<file path="config.mk">
export PLATFORM = sky130hd
export DESIGN_NAME = selective_repeat_receive_window_flat
export DESIGN_NICKNAME = d
export VERILOG_FILES = /design/src/rtl/core/srrw_pkg.sv /design/src/rtl/core/srrw_if.sv /design/src/rtl/core/srrw_window_core.sv /design/src/rtl/core/selective_repeat_receive_window.sv /design/src/flat_wrapper.sv
export SDC_FILE = /design/constraint.sdc
export NUM_CORES = 1
export LEC_CHECK = 0
export ABC_CLOCK_PERIOD_IN_PS = 8150
export BUFFER_PORTS_ARGS = -buffer_cell sky130_fd_sc_hd__buf_2
export CORE_MARGIN = 2
export CORE_UTILIZATION = 50
export CTS_BUF_LIST = sky130_fd_sc_hd__clkbuf_2 sky130_fd_sc_hd__clkbuf_4 sky130_fd_sc_hd__clkbuf_8
export CTS_CLUSTER_DIAMETER = 60
export DETAILED_ROUTE_END_ITERATION = 7
export HOLD_SLACK_MARGIN = 0.08
export PLACE_DENSITY = 0.73
export SYNTH_ARGS = -nofsm -noshare
export SYNTH_HDL_FRONTEND = slang
export SYNTH_SLANG_ARGS = --single-unit
</file>
<file path="constraint.sdc">
create_clock -name clock -period 8.15 [get_ports clock]
set_input_delay 2.445 -clock clock [delete_from_list [all_inputs] [get_ports clock]]
set_output_delay 2.445 -clock clock [all_outputs]
set_load 0.02 [all_outputs]
</file>
<file path="src/rtl/core/srrw_pkg.sv">
// Shared types and constants of the selective-repeat receive window.
// No dependencies.
package srrw_pkg;

   localparam int SEQ_W    = 32;   // sequence number width
   localparam int MAP_W    = 32;   // received map width
   localparam int SACK_W   = 31;   // selective ack bitmap width
   localparam int WIN_W    = 6;    // window register width
   localparam int DIST_W   = 5;    // bit index into the map
   localparam int CSR_AW   = 3;    // byte address width of the register port
   localparam int CSR_DW   = 32;

   localparam logic [WIN_W-1:0] WINDOW_RESET = 6'd8;
   localparam logic             REG_WINDOW   = 1'b0;  // word index of the window register

   // window engine status towards the top level
   typedef struct packed {
      logic idle;   // free to take a segment
      logic done;   // map and expected number settled, waiting to be taken
   } core_stat_type;

endpackage

</file>
<file path="src/rtl/core/srrw_if.sv">
// Valid/ready channel interfaces for segments in and acknowledgements out.
// Depends on srrw_pkg.
interface srrw_req_if;
   logic                          valid;
   logic                          ready;
   logic [srrw_pkg::SEQ_W-1:0]    segment_seq;
   logic                          short_segment;

   modport source (output valid, segment_seq, short_segment, input ready);
   modport sink   (input valid, segment_seq, short_segment, output ready);
endinterface

interface srrw_rsp_if;
   logic                          valid;
   logic                          ready;
   logic [srrw_pkg::SEQ_W-1:0]    ack_next;
   logic [srrw_pkg::SACK_W-1:0]   sack_bits;
   logic                          accepted;
   logic                          finished;

   modport source (output valid, ack_next, sack_bits, accepted, finished, input ready);
   modport sink   (input valid, ack_next, sack_bits, accepted, finished, output ready);
endinterface

</file>
<file path="src/rtl/core/srrw_window_core.sv">
// Window state and advance sequencer: expected number, received map and the
// one-bit-per-cycle shift/increment unit. Depends on srrw_pkg.
module srrw_window_core (
   input  logic                            clock,
   input  logic                            reset,
   input  logic                            start,
   input  logic [srrw_pkg::SEQ_W-1:0]      seq,
   input  logic [srrw_pkg::WIN_W-1:0]      window,
   input  logic                            take,
   output srrw_pkg::core_stat_type         stat,
   output logic [srrw_pkg::SEQ_W-1:0]      expected,
   output logic [srrw_pkg::MAP_W-1:0]      rx_map,
   output logic                            accepted
);

   localparam logic [1:0] ST_IDLE = 2'd0;
   localparam logic [1:0] ST_ADV  = 2'd1;
   localparam logic [1:0] ST_FIN  = 2'd2;

   logic [1:0]                    state_ff, state_in;
   logic [srrw_pkg::SEQ_W-1:0]    expected_ff, expected_in;
   logic [srrw_pkg::MAP_W-1:0]    map_ff, map_in;
   logic                          acc_ff, acc_in;

   logic [srrw_pkg::SEQ_W-1:0]    seq_gap;
   logic                          in_win;

   assign seq_gap = seq - expected_ff;
   assign in_win  = seq_gap < {{(srrw_pkg::SEQ_W-srrw_pkg::WIN_W){1'b0}}, window};

   always_comb begin
      state_in    = state_ff;
      expected_in = expected_ff;
      map_in      = map_ff;
      acc_in      = acc_ff;
      case (state_ff)
         ST_IDLE: begin
            if (start) begin
               acc_in = in_win;
               if (in_win) begin
                  map_in = map_ff | (srrw_pkg::MAP_W'(1) << seq_gap[srrw_pkg::DIST_W-1:0]);
               end
               // only the expected segment opens a run to advance over
               state_in = (in_win && (seq_gap == '0)) ? ST_ADV : ST_FIN;
            end
         end
         ST_ADV: begin
            // bit 0 is set on entry; shift one out per cycle
            map_in      = map_ff >> 1;
            expected_in = expected_ff + srrw_pkg::SEQ_W'(1);
            if (!map_ff[1]) begin
               state_in = ST_FIN;
            end
         end
         ST_FIN: begin
            if (take) begin
               state_in = ST_IDLE;
            end
         end
         default: begin
            state_in = ST_IDLE;
         end
      endcase
   end

   always_ff @(posedge clock) begin
      if (reset) begin
         state_ff    <= ST_IDLE;
         expected_ff <= '0;
         map_ff      <= '0;
         acc_ff      <= 1'b0;
      end else begin
         state_ff    <= state_in;
         expected_ff <= expected_in;
         map_ff      <= map_in;
         acc_ff      <= acc_in;
      end
   end

   assign stat.idle = (state_ff == ST_IDLE);
   assign stat.done = (state_ff == ST_FIN);
   assign expected  = expected_ff;
   assign rx_map    = map_ff;
   assign accepted  = acc_ff;

endmodule

</file>
<file path="src/rtl/core/selective_repeat_receive_window.sv">
// Selective-repeat receive window: takes one segment transfer at a time and
// returns one acknowledgement transfer for each. After acceptance, req is not
// ready again until the expected number has advanced over the run of contiguous
// received segments and the acknowledgement is loaded; the advance unit shifts
// the received map and bumps the expected number by one per cycle. A segment
// that is not the expected one skips the advance. The acknowledgement sits in an
// output register; if it has not been taken when the next one is ready, the
// engine holds until the register frees. Depends on srrw_pkg, srrw_if and
// srrw_window_core.
module selective_repeat_receive_window #(
   parameter int MAX_WINDOW = 32
) (
   input  logic                            clock,
   input  logic                            reset,
   srrw_req_if.sink                        req_chan,
   srrw_rsp_if.source                      rsp_chan,
   input  logic                            csr_psel,
   input  logic                            csr_penable,
   input  logic                            csr_pwrite,
   input  logic [srrw_pkg::CSR_AW-1:0]     csr_paddr,
   input  logic [srrw_pkg::CSR_DW-1:0]     csr_pwdata,
   output logic [srrw_pkg::CSR_DW-1:0]     csr_prdata,
   output logic                            csr_pready
);

   // window is capped by the parameter and by the map width
   localparam int WIN_CAP_I = (MAX_WINDOW < srrw_pkg::MAP_W) ? MAX_WINDOW : srrw_pkg::MAP_W;
   localparam logic [srrw_pkg::WIN_W-1:0] WIN_CAP = srrw_pkg::WIN_W'(WIN_CAP_I);

   // ---------------- configuration register ----------------
   logic [srrw_pkg::WIN_W-1:0]    window_ff, window_in;
   logic                          csr_wr;
   logic                          csr_hit;

   assign csr_pready = 1'b1;
   assign csr_hit    = (csr_paddr[2] == srrw_pkg::REG_WINDOW);
   assign csr_wr     = csr_psel && csr_penable && csr_pwrite && csr_pready;

   always_comb begin
      window_in = window_ff;
      if (csr_wr && csr_hit) begin
         window_in = csr_pwdata[srrw_pkg::WIN_W-1:0];
      end
   end

   // reads of unknown offsets return zero
   assign csr_prdata = csr_hit ?
      {{(srrw_pkg::CSR_DW-srrw_pkg::WIN_W){1'b0}}, window_ff} : '0;

   // effective window: zero acts as one, clamp at the cap
   logic [srrw_pkg::WIN_W-1:0]    win_eff;
   always_comb begin
      if (window_ff == '0) begin
         win_eff = srrw_pkg::WIN_W'(1);
      end else if (window_ff > WIN_CAP) begin
         win_eff = WIN_CAP;
      end else begin
         win_eff = window_ff;
      end
   end

   // ---------------- window engine ----------------
   srrw_pkg::core_stat_type       stat;
   logic [srrw_pkg::SEQ_W-1:0]    expected;
   logic [srrw_pkg::MAP_W-1:0]    rx_map;
   logic                          core_acc;
   logic                          req_xfer;
   logic                          take;

   assign req_chan.ready = stat.idle;
   assign req_xfer       = req_chan.valid && req_chan.ready;

   srrw_window_core u_core (
      .clock    (clock),
      .reset    (reset),
      .start    (req_xfer),
      .seq      (req_chan.segment_seq),
      .window   (win_eff),
      .take     (take),
      .stat     (stat),
      .expected (expected),
      .rx_map   (rx_map),
      .accepted (core_acc)
   );

   // finished flag rides alongside the engine
   logic fin_ff, fin_in;
   assign fin_in = req_xfer ? req_chan.short_segment : fin_ff;

   // ---------------- acknowledgement build ----------------
   // sack covers the window-1 numbers after ack_next
   logic [srrw_pkg::DIST_W-1:0]   mask_sh;
   logic [srrw_pkg::MAP_W-1:0]    sack_mask;
   logic [srrw_pkg::SACK_W-1:0]   sack;

   assign mask_sh   = srrw_pkg::DIST_W'(win_eff - srrw_pkg::WIN_W'(1));
   assign sack_mask = (srrw_pkg::MAP_W'(1) << mask_sh) - srrw_pkg::MAP_W'(1);
   assign sack      = rx_map[srrw_pkg::MAP_W-1:1] & sack_mask[srrw_pkg::SACK_W-1:0];

   // ---------------- output register ----------------
   logic                          rsp_valid_ff, rsp_valid_in;
   logic [srrw_pkg::SEQ_W-1:0]    ack_ff, ack_in;
   logic [srrw_pkg::SACK_W-1:0]   sack_ff, sack_in;
   logic                          acc_ff, acc_in;
   logic                          rfin_ff, rfin_in;

   // load when the engine is done and the register is free or draining
   assign take = stat.done && (!rsp_valid_ff || rsp_chan.ready);

   always_comb begin
      rsp_valid_in = rsp_valid_ff;
      ack_in       = ack_ff;
      sack_in      = sack_ff;
      acc_in       = acc_ff;
      rfin_in      = rfin_ff;
      if (rsp_valid_ff && rsp_chan.ready) begin
         rsp_valid_in = 1'b0;
      end
      if (take) begin
         rsp_valid_in = 1'b1;
         ack_in       = expected;
         sack_in      = sack;
         acc_in       = core_acc;
         rfin_in      = fin_ff;
      end
   end

   always_ff @(posedge clock) begin
      if (reset) begin
         window_ff    <= srrw_pkg::WINDOW_RESET;
         rsp_valid_ff <= 1'b0;
      end else begin
         window_ff    <= window_in;
         rsp_valid_ff <= rsp_valid_in;
      end
   end

   // payload registers, no reset
   always_ff @(posedge clock) begin
      fin_ff  <= fin_in;
      ack_ff  <= ack_in;
      sack_ff <= sack_in;
      acc_ff  <= acc_in;
      rfin_ff <= rfin_in;
   end

   assign rsp_chan.valid     = rsp_valid_ff;
   assign rsp_chan.ack_next  = ack_ff;
   assign rsp_chan.sack_bits = sack_ff;
   assign rsp_chan.accepted  = acc_ff;
   assign rsp_chan.finished  = rfin_ff;

endmodule

</file>
<file path="src/flat_wrapper.sv">
// flat-port wrapper written by rule: the top's interface ports become plain ports
module selective_repeat_receive_window_flat 
#(
   parameter int MAX_WINDOW = 32
)
  (clock, reset, csr_psel, csr_penable, csr_pwrite, csr_paddr, csr_pwdata, csr_prdata, csr_pready, req_chan_valid, req_chan_segment_seq, req_chan_short_segment, req_chan_ready, rsp_chan_valid, rsp_chan_ack_next, rsp_chan_sack_bits, rsp_chan_accepted, rsp_chan_finished, rsp_chan_ready);
  srrw_req_if req_chan_i ();
  srrw_rsp_if rsp_chan_i ();
  input  logic clock;
  input  logic reset;
  input  logic csr_psel;
  input  logic csr_penable;
  input  logic csr_pwrite;
  input  logic [srrw_pkg::CSR_AW-1:0] csr_paddr;
  input  logic [srrw_pkg::CSR_DW-1:0] csr_pwdata;
  output logic [srrw_pkg::CSR_DW-1:0] csr_prdata;
  output logic csr_pready;
  input wire logic [$bits(req_chan_i.valid)-1:0] req_chan_valid;
  input wire logic [$bits(req_chan_i.segment_seq)-1:0] req_chan_segment_seq;
  input wire logic [$bits(req_chan_i.short_segment)-1:0] req_chan_short_segment;
  output wire logic [$bits(req_chan_i.ready)-1:0] req_chan_ready;
  output wire logic [$bits(rsp_chan_i.valid)-1:0] rsp_chan_valid;
  output wire logic [$bits(rsp_chan_i.ack_next)-1:0] rsp_chan_ack_next;
  output wire logic [$bits(rsp_chan_i.sack_bits)-1:0] rsp_chan_sack_bits;
  output wire logic [$bits(rsp_chan_i.accepted)-1:0] rsp_chan_accepted;
  output wire logic [$bits(rsp_chan_i.finished)-1:0] rsp_chan_finished;
  input wire logic [$bits(rsp_chan_i.ready)-1:0] rsp_chan_ready;
  assign req_chan_i.valid = req_chan_valid;
  assign req_chan_i.segment_seq = req_chan_segment_seq;
  assign req_chan_i.short_segment = req_chan_short_segment;
  assign req_chan_ready = req_chan_i.ready;
  assign rsp_chan_valid = rsp_chan_i.valid;
  assign rsp_chan_ack_next = rsp_chan_i.ack_next;
  assign rsp_chan_sack_bits = rsp_chan_i.sack_bits;
  assign rsp_chan_accepted = rsp_chan_i.accepted;
  assign rsp_chan_finished = rsp_chan_i.finished;
  assign rsp_chan_i.ready = rsp_chan_ready;
  selective_repeat_receive_window #(.MAX_WINDOW(MAX_WINDOW)) u_core (.clock(clock), .reset(reset), .req_chan(req_chan_i), .rsp_chan(rsp_chan_i), .csr_psel(csr_psel), .csr_penable(csr_penable), .csr_pwrite(csr_pwrite), .csr_paddr(csr_paddr), .csr_pwdata(csr_pwdata), .csr_prdata(csr_prdata), .csr_pready(csr_pready));
endmodule
</file>
# Word-level counts from Yosys, hierarchy flattened

Index checks and enable logic that the tools add are counted.

Register bits after elaboration: 140
Input bits: 75
Output and inout bits: 100
Word-level logic and storage cells: 58

Add/subtract/negate cells: 4
$lt $le $gt $ge: 2
Eq/ne operators: 6
Shift-type cells: 2
Multiplexer cells: 13
Bitwise gates (word level): 3
Reduce and logical (&&, ||, !) cells: 17

Operators by type and width:

| cell                                                  | count |
|---|---|
| 2-to-1 mux 32 bit                                     | 2 |
| one-hot mux 32 bit (2 select lines)                   | 1 |
| adder 32 x 1 -> 32 bit (second input constant)        | 1 |
| zero test 32 bit                                      | 1 |
| less-than comparator 32 x 6 -> 1 bit                  | 1 |
| OR 32 bit                                             | 1 |
| << shifter 1 x 5 -> 32 bit (first input constant)     | 1 |
| subtractor 32 bit                                     | 1 |
| AND 31 bit                                            | 1 |
| << shifter 1 x 5 -> 31 bit (first input constant)     | 1 |
| subtractor 31 x 2 -> 31 bit (second input constant)   | 1 |
| 2-to-1 mux 6 bit                                      | 3 |
| 2-to-1 mux 2 bit                                      | 4 |
| logical AND 1 bit                                     | 7 |
| greater-than comparator 6 bit (second input constant) | 1 |
| zero test 6 bit                                       | 1 |
| inequality test 2 bit (second input constant)         | 3 |
| one-hot mux 2 bit (3 select lines)                    | 1 |
| AND reduction 3 bit                                   | 2 |
| subtractor 5 x 1 -> 5 bit (second input constant)     | 1 |
| nonzero test 2 bit                                    | 2 |
| equality test 2 x 1 -> 1 bit (second input constant)  | 1 |
| equality test 2 bit (second input constant)           | 1 |
| zero test 2 bit                                       | 1 |
| other kinds (6)                                       | 7 |

# Depth between registers and ports, before layout

Depth in word-level cells: 8
Depth in mapped cells: 19
Gate-level depth less buffers: 18

# Cells and area by module

Synthesis repeated with hierarchy kept, for this count alone.

Cells, all modules: 970
Area, all modules: 8653.3 um^2

Modules (own cells, without submodules):

| module                          | instances | cells an instance | area an instance (um^2) | seq. area each (um^2) |
|---|---|---|---|---|
| srrw_window_core                | 1         | 678               | 5156.2                  | 1341.3 |
| selective_repeat_receive_window | 1         | 292               | 3497.1                  | 2122.0 |

# Worst setup path before layout

OpenSTA, ideal clock, no wires.

Kind: input port to flip-flop
Start: input req_chan_segment_seq[0]
End: register u_core.u_core.acc_ff (netlist: u_core.u_core.accepted)
Library setup time: 70 ps
Arrival time: 6372 ps
Data required time: 8080 ps
Path slack: 1708 ps
Stages on the path: 19
Buffers on the path: 1
Cell sequence: inv_1 ha_1 inv_1 fa_1 a211oi_1 nor2_1 xnor2_1 inv_1 ha_1 o21ai_0 a21oi_1 nor2_1 a41oi_1 or4_1 or4_4 nor4_4 buf_6 nand4_1 a21oi_1

Word-level cells in the longest chain between the ends: 2

Ends and longest elaborated chain:

| what                                 | line                   | RTL |
|---|---|---|
| from (decl)                          | flat_wrapper.sv:19     | `input wire logic [$bits(req_chan_i.segment_seq)-1:0] req_chan_segment_seq;` |
| subtractor 32 bit                    | srrw_window_core.sv:28 | `assign seq_gap = seq - expected_ff;` |
| less-than comparator 32 x 6 -> 1 bit | srrw_window_core.sv:29 | `assign in_win = seq_gap < {{(srrw_pkg::SEQ_W-srrw_pkg::WIN_W){1'b0}}, window};` |
| to (signal assigned)                 | srrw_window_core.sv:76 | `acc_ff <= acc_in;` |
| to (decl)                            | srrw_window_core.sv:23 | `logic acc_ff, acc_in;` |

No other way between the ends.
A chain may end at the register's enable or synchronous reset.

# Final worst setup path

Start: input req_chan_segment_seq[0]
End: register u_core.u_core.state_ff[0]

Word-level cells in the longest chain between the ends: 6
Elaborated cells between the ends (all ways): 7
Classes of those cells: add/sub: 1; order compare: 1; mux: 3; reduce/logical: 2

Ends and longest elaborated chain:

| what                                                                     | line                                           | RTL |
|---|---|---|
| subtractor 32 bit *                                                      | srrw_window_core.sv:28                         |  |
| less-than comparator 32 x 6 -> 1 bit or zero test 32 bit (tied branches) | srrw_window_core.sv:29, srrw_window_core.sv:44 |  |
| logical AND 1 bit *                                                      | srrw_window_core.sv:44                         | `state_in = (in_win && (seq_gap == '0)) ? ST_ADV : ST_FIN;` |
| 2-to-1 mux 2 bit *                                                       | srrw_window_core.sv:44                         |  |
| 2-to-1 mux 2 bit *                                                       | srrw_window_core.sv:38                         | `if (start) begin` |
| one-hot mux 2 bit (3 select lines) *                                     | srrw_window_core.sv:36                         | `case (state_ff)` |
| to (signal assigned)                                                     | srrw_window_core.sv:73                         | `state_ff <= state_in;` |
| to (decl)                                                                | srrw_window_core.sv:20                         | `logic [1:0] state_ff, state_in;` |

Every way passes the cells marked *; elsewhere a longest branch is shown, timed or not. The select of a mux whose other input is x is not followed.

==> metrics.txt <==
Yosys cell types=81; Die Wd=137 µm; Sw Pwr=433 µW; CTS tree=done; Synth-to-Final Area Change=10.5%; DR pass1 iterations=8; Top cell by count, worst path=inv_1; worst-path maximum fanout=33; Max stage delay on crit path=0.56 ns; GRT overflow=0; wirelength, routed=22200 µm; Post-synth EDFFs=66; GR Util met3=0.0412; Cell Pwr Density=161 mW/mm²; #FFs+latches synth=139; post-synth top area share=0.223; WHS=0.425 ns; most common cell after layout, fill and taps aside=nand2_1; post-route non-filler standard cell count=1358; # Post-CTS Setup Buffers=0; Internal=1.15 mW; Reg clk slew, reported paths=0.08 ns; WL per Instance=16.4 µm; Seq pwr share=0.474; Placer Congestion=0.906; WP data required=8.52 ns; Area after DPL=0.00939 mm²; Ys Warns=0; Initial DRC Count=794; via/cell ratio=5.78; Setup TNS=0 ns; Core ar.=0.0173 mm²; Final Max Slew Viols=0; final core occ=0.567; Placement Setup Slack=0.991 ns; async set-reset flop share out of synthesis=0; leakage power=3.90 nW; CTS H-tree depth=4; overall global routing resource usage=0.240; insertion delay to the later sink of the worst-skew pair=0.47 ns; met2 Usage GRT=0.393; global routing's busiest layer=met2; min-delay src=u_core.fin_ff$_DFFE_PP_; period utilization=0.829; worst path bufs/invs=5; GRT met1 Usage=0.321; n_diodes=0; Clock power frac=0.388; Cells after Synth=1038; Max Root-Sink Buffers=2; Gate power share=0.138; hold_buf cts=0; worst vdd ir=0.0986 mV; max cap viols=0; CTS buffer count=17; hold-critical path depth=0; worst rel slew slack=0.337; final HPWL from detailed placement=16300 µm; R2R Setup Slk=3.08 ns; Top Family by Delay on Critical Path=simple AND/OR/NAND/NOR gates; Tmin final=6.76 ns; Overall Power=1.58 mW; crit path kind=input pin to flop; Final ANT Viol Nets=0; first-pass GRT wire length=35500 µm; Seq/Total Area, Yosys=0.388; DIE HEIGHT=137 µm; Worst Hold Class=flop to flop; worst r2r src=u_core.u_core.expected[0]$_SDFFE_PP0P_; row count=48; fin area=0.00981 mm²; Post-Syn Area per Cell=8.55 µm²; worst-margin pin slew=0.994 ns; final hold violations=0; DRC=0; final worst slack=1.39 ns; RSZ-0062 raised after global routing=false; sw frac=0.274; Layout Skew=0.0183 ns; status=finished clean; count of placed standard cells including taps=1326; crit-path cells=buf_2 > inv_1 > ha_1 > inv_1 > fa_1 > a211oi_1 > nor2_1 > xnor2_1 > inv_1 > ha_1 > o21ai_0 > a21oi_1 > nor2_1 > a41oi_1 > or4_1 > or4_4 > nor4_4 > buf_4 > nand4_1 > a211oi_1; Max Clock Freq=0.148 GHz; total number of vias=7851; r2r endpoint=u_core.u_core.state_ff[0]$_SDFFE_PP0P_; commonest non-fill, non-tap cells in the layout=135 x nand2_1, 119 x buf_2, 101 x nor2_1; final setup fails=0; top post-synthesis cells by area=edfxtp_1 22%, dfxtp_1 16%, nand2_1 5.7%; Layout Nets=1235; Fill cells=1599; Die Area=0.0188 mm²; Hold EP=u_core.rsp_chan.finished$_DFFE_PP_; layout cell share with drive strength beyond 1=0.154; Yosys top cell by area=edfxtp_1; vias in the first global route=7049; CTS sink cnt=139; Arrival @ worst endpoint=7.13 ns; number of gates resized after cts=0; predominant post-synthesis flop cell=dfxtp_1; CP Capture Type=flop; Mapped Area=0.00888 mm²; R2R cell count=18; Starting Density=0.513; Worst path slowest cell=or4_4; PortBufs=119; initial antenna violation count=0; Root Driver=clkbuf_8; largest net degree at the start of global routing=75; I/O Pins=175; Critical Path Start Type=input pin
-- worst max-delay path by stage --
stage	startpoint	endpoint	slack (ns)	cells after the start
2_1_floorplan	req_chan_segment_seq[0]	u_core.u_core.accepted$_SDFFE_PP0P_	1.71	19
3_3_place_gp	req_chan_segment_seq[0]	u_core.u_core.state_ff[0]$_SDFFE_PP0P_	1.09	20
3_5_place_dp	req_chan_segment_seq[0]	u_core.u_core.state_ff[0]$_SDFFE_PP0P_	0.99	20
4_1_cts	req_chan_segment_seq[0]	u_core.u_core.state_ff[0]$_SDFFE_PP0P_	1.44	20
5_1_grt	req_chan_segment_seq[0]	u_core.u_core.state_ff[0]$_SDFFE_PP0P_	1.04	20
6_report	req_chan_segment_seq[0]	u_core.u_core.state_ff[0]$_SDFFE_PP0P_	1.39	20
-- cells in the mapped netlist (6+ instances only) --
master / number
ha_1: 39
mux2i_1: 9
o21a_1: 6
o211ai_1: 9
and3_1: 13
edfxtp_1: 66
o21ai_1: 6
nand2b_1: 12
xor2_1: 15
nand3_1: 24
a21o_1: 8
dfxtp_1: 73
nand2_1: 135
inv_1: 49
nor2b_1: 12
nand4_1: 24
a21oi_1: 78
clkbuf_1: 39
a21boi_0: 14
xnor2_1: 37
nor4_1: 8
or3_1: 8
buf_4: 30
nor2_1: 101
a211oi_1: 6
o21ai_0: 55
nor3_1: 19
buf_6: 6
a41o_1: 27
buf_2: 8
and2_1: 16
-- routing by layer --
| layer | part of all wire | wire length [µm] | up-vias |
|---|---|---|---|
| met4 | 0.019 | 420 | 0 |
| li1 | - | - | 3828 |
| met5 | 0 | 0 | - |
| met3 | 0.054 | 1210 | 36 |
| met2 | 0.48 | 10700 | 295 |
| met1 | 0.44 | 9870 | 3692 |
-- state kept, by name (all words and copies together) (netlist names) --
register and count:
u_core.u_core.state_ff 2, u_core.u_core.expected 32, u_core.rsp_chan.accepted 1, u_core.u_core.accepted 1, u_core.window_ff 6, u_core.rsp_chan.sack_bits 31, u_core.rsp_chan.valid 1, u_core.fin_ff 1
u_core.rsp_chan.finished 1, u_core.u_core.rx_map 31, u_core.rsp_chan.ack_next 32
-- power by group through the flow --
stage / Combinational, mW / Sequential (mW) / Clock [mW]
finish: 0.219 / 0.749 / 0.612
global route: 0.240 / 0.750 / 0.650
CTS: 0.217 / 0.749 / 0.622
floorplan: 0.155 / 0.779 / 0
detailed placement: 0.216 / 0.765 / 0
global placement: 0.214 / 0.765 / 0
-- layout make-up --
type,count,area [µm²],share of cell area
multi-input combinational,788,4850,0.494
timing repair buffer,124,633,0.0645
clock inverter,14,176,0.0180
tap,225,282,0.0287
clock buffer,18,241,0.0246
inverter,50,188,0.0191
sequential,139,3440,0.351
-- logic make-up after synthesis --
group           synth area share
compound gates             0.196
xor+xnor                  0.0513
fa+ha+maj                 0.0572
buf+inv                   0.0777
flops                      0.388
mux                       0.0127
other cells             0.000846
simple gates               0.216
Power figures use the tool's default switching activity.
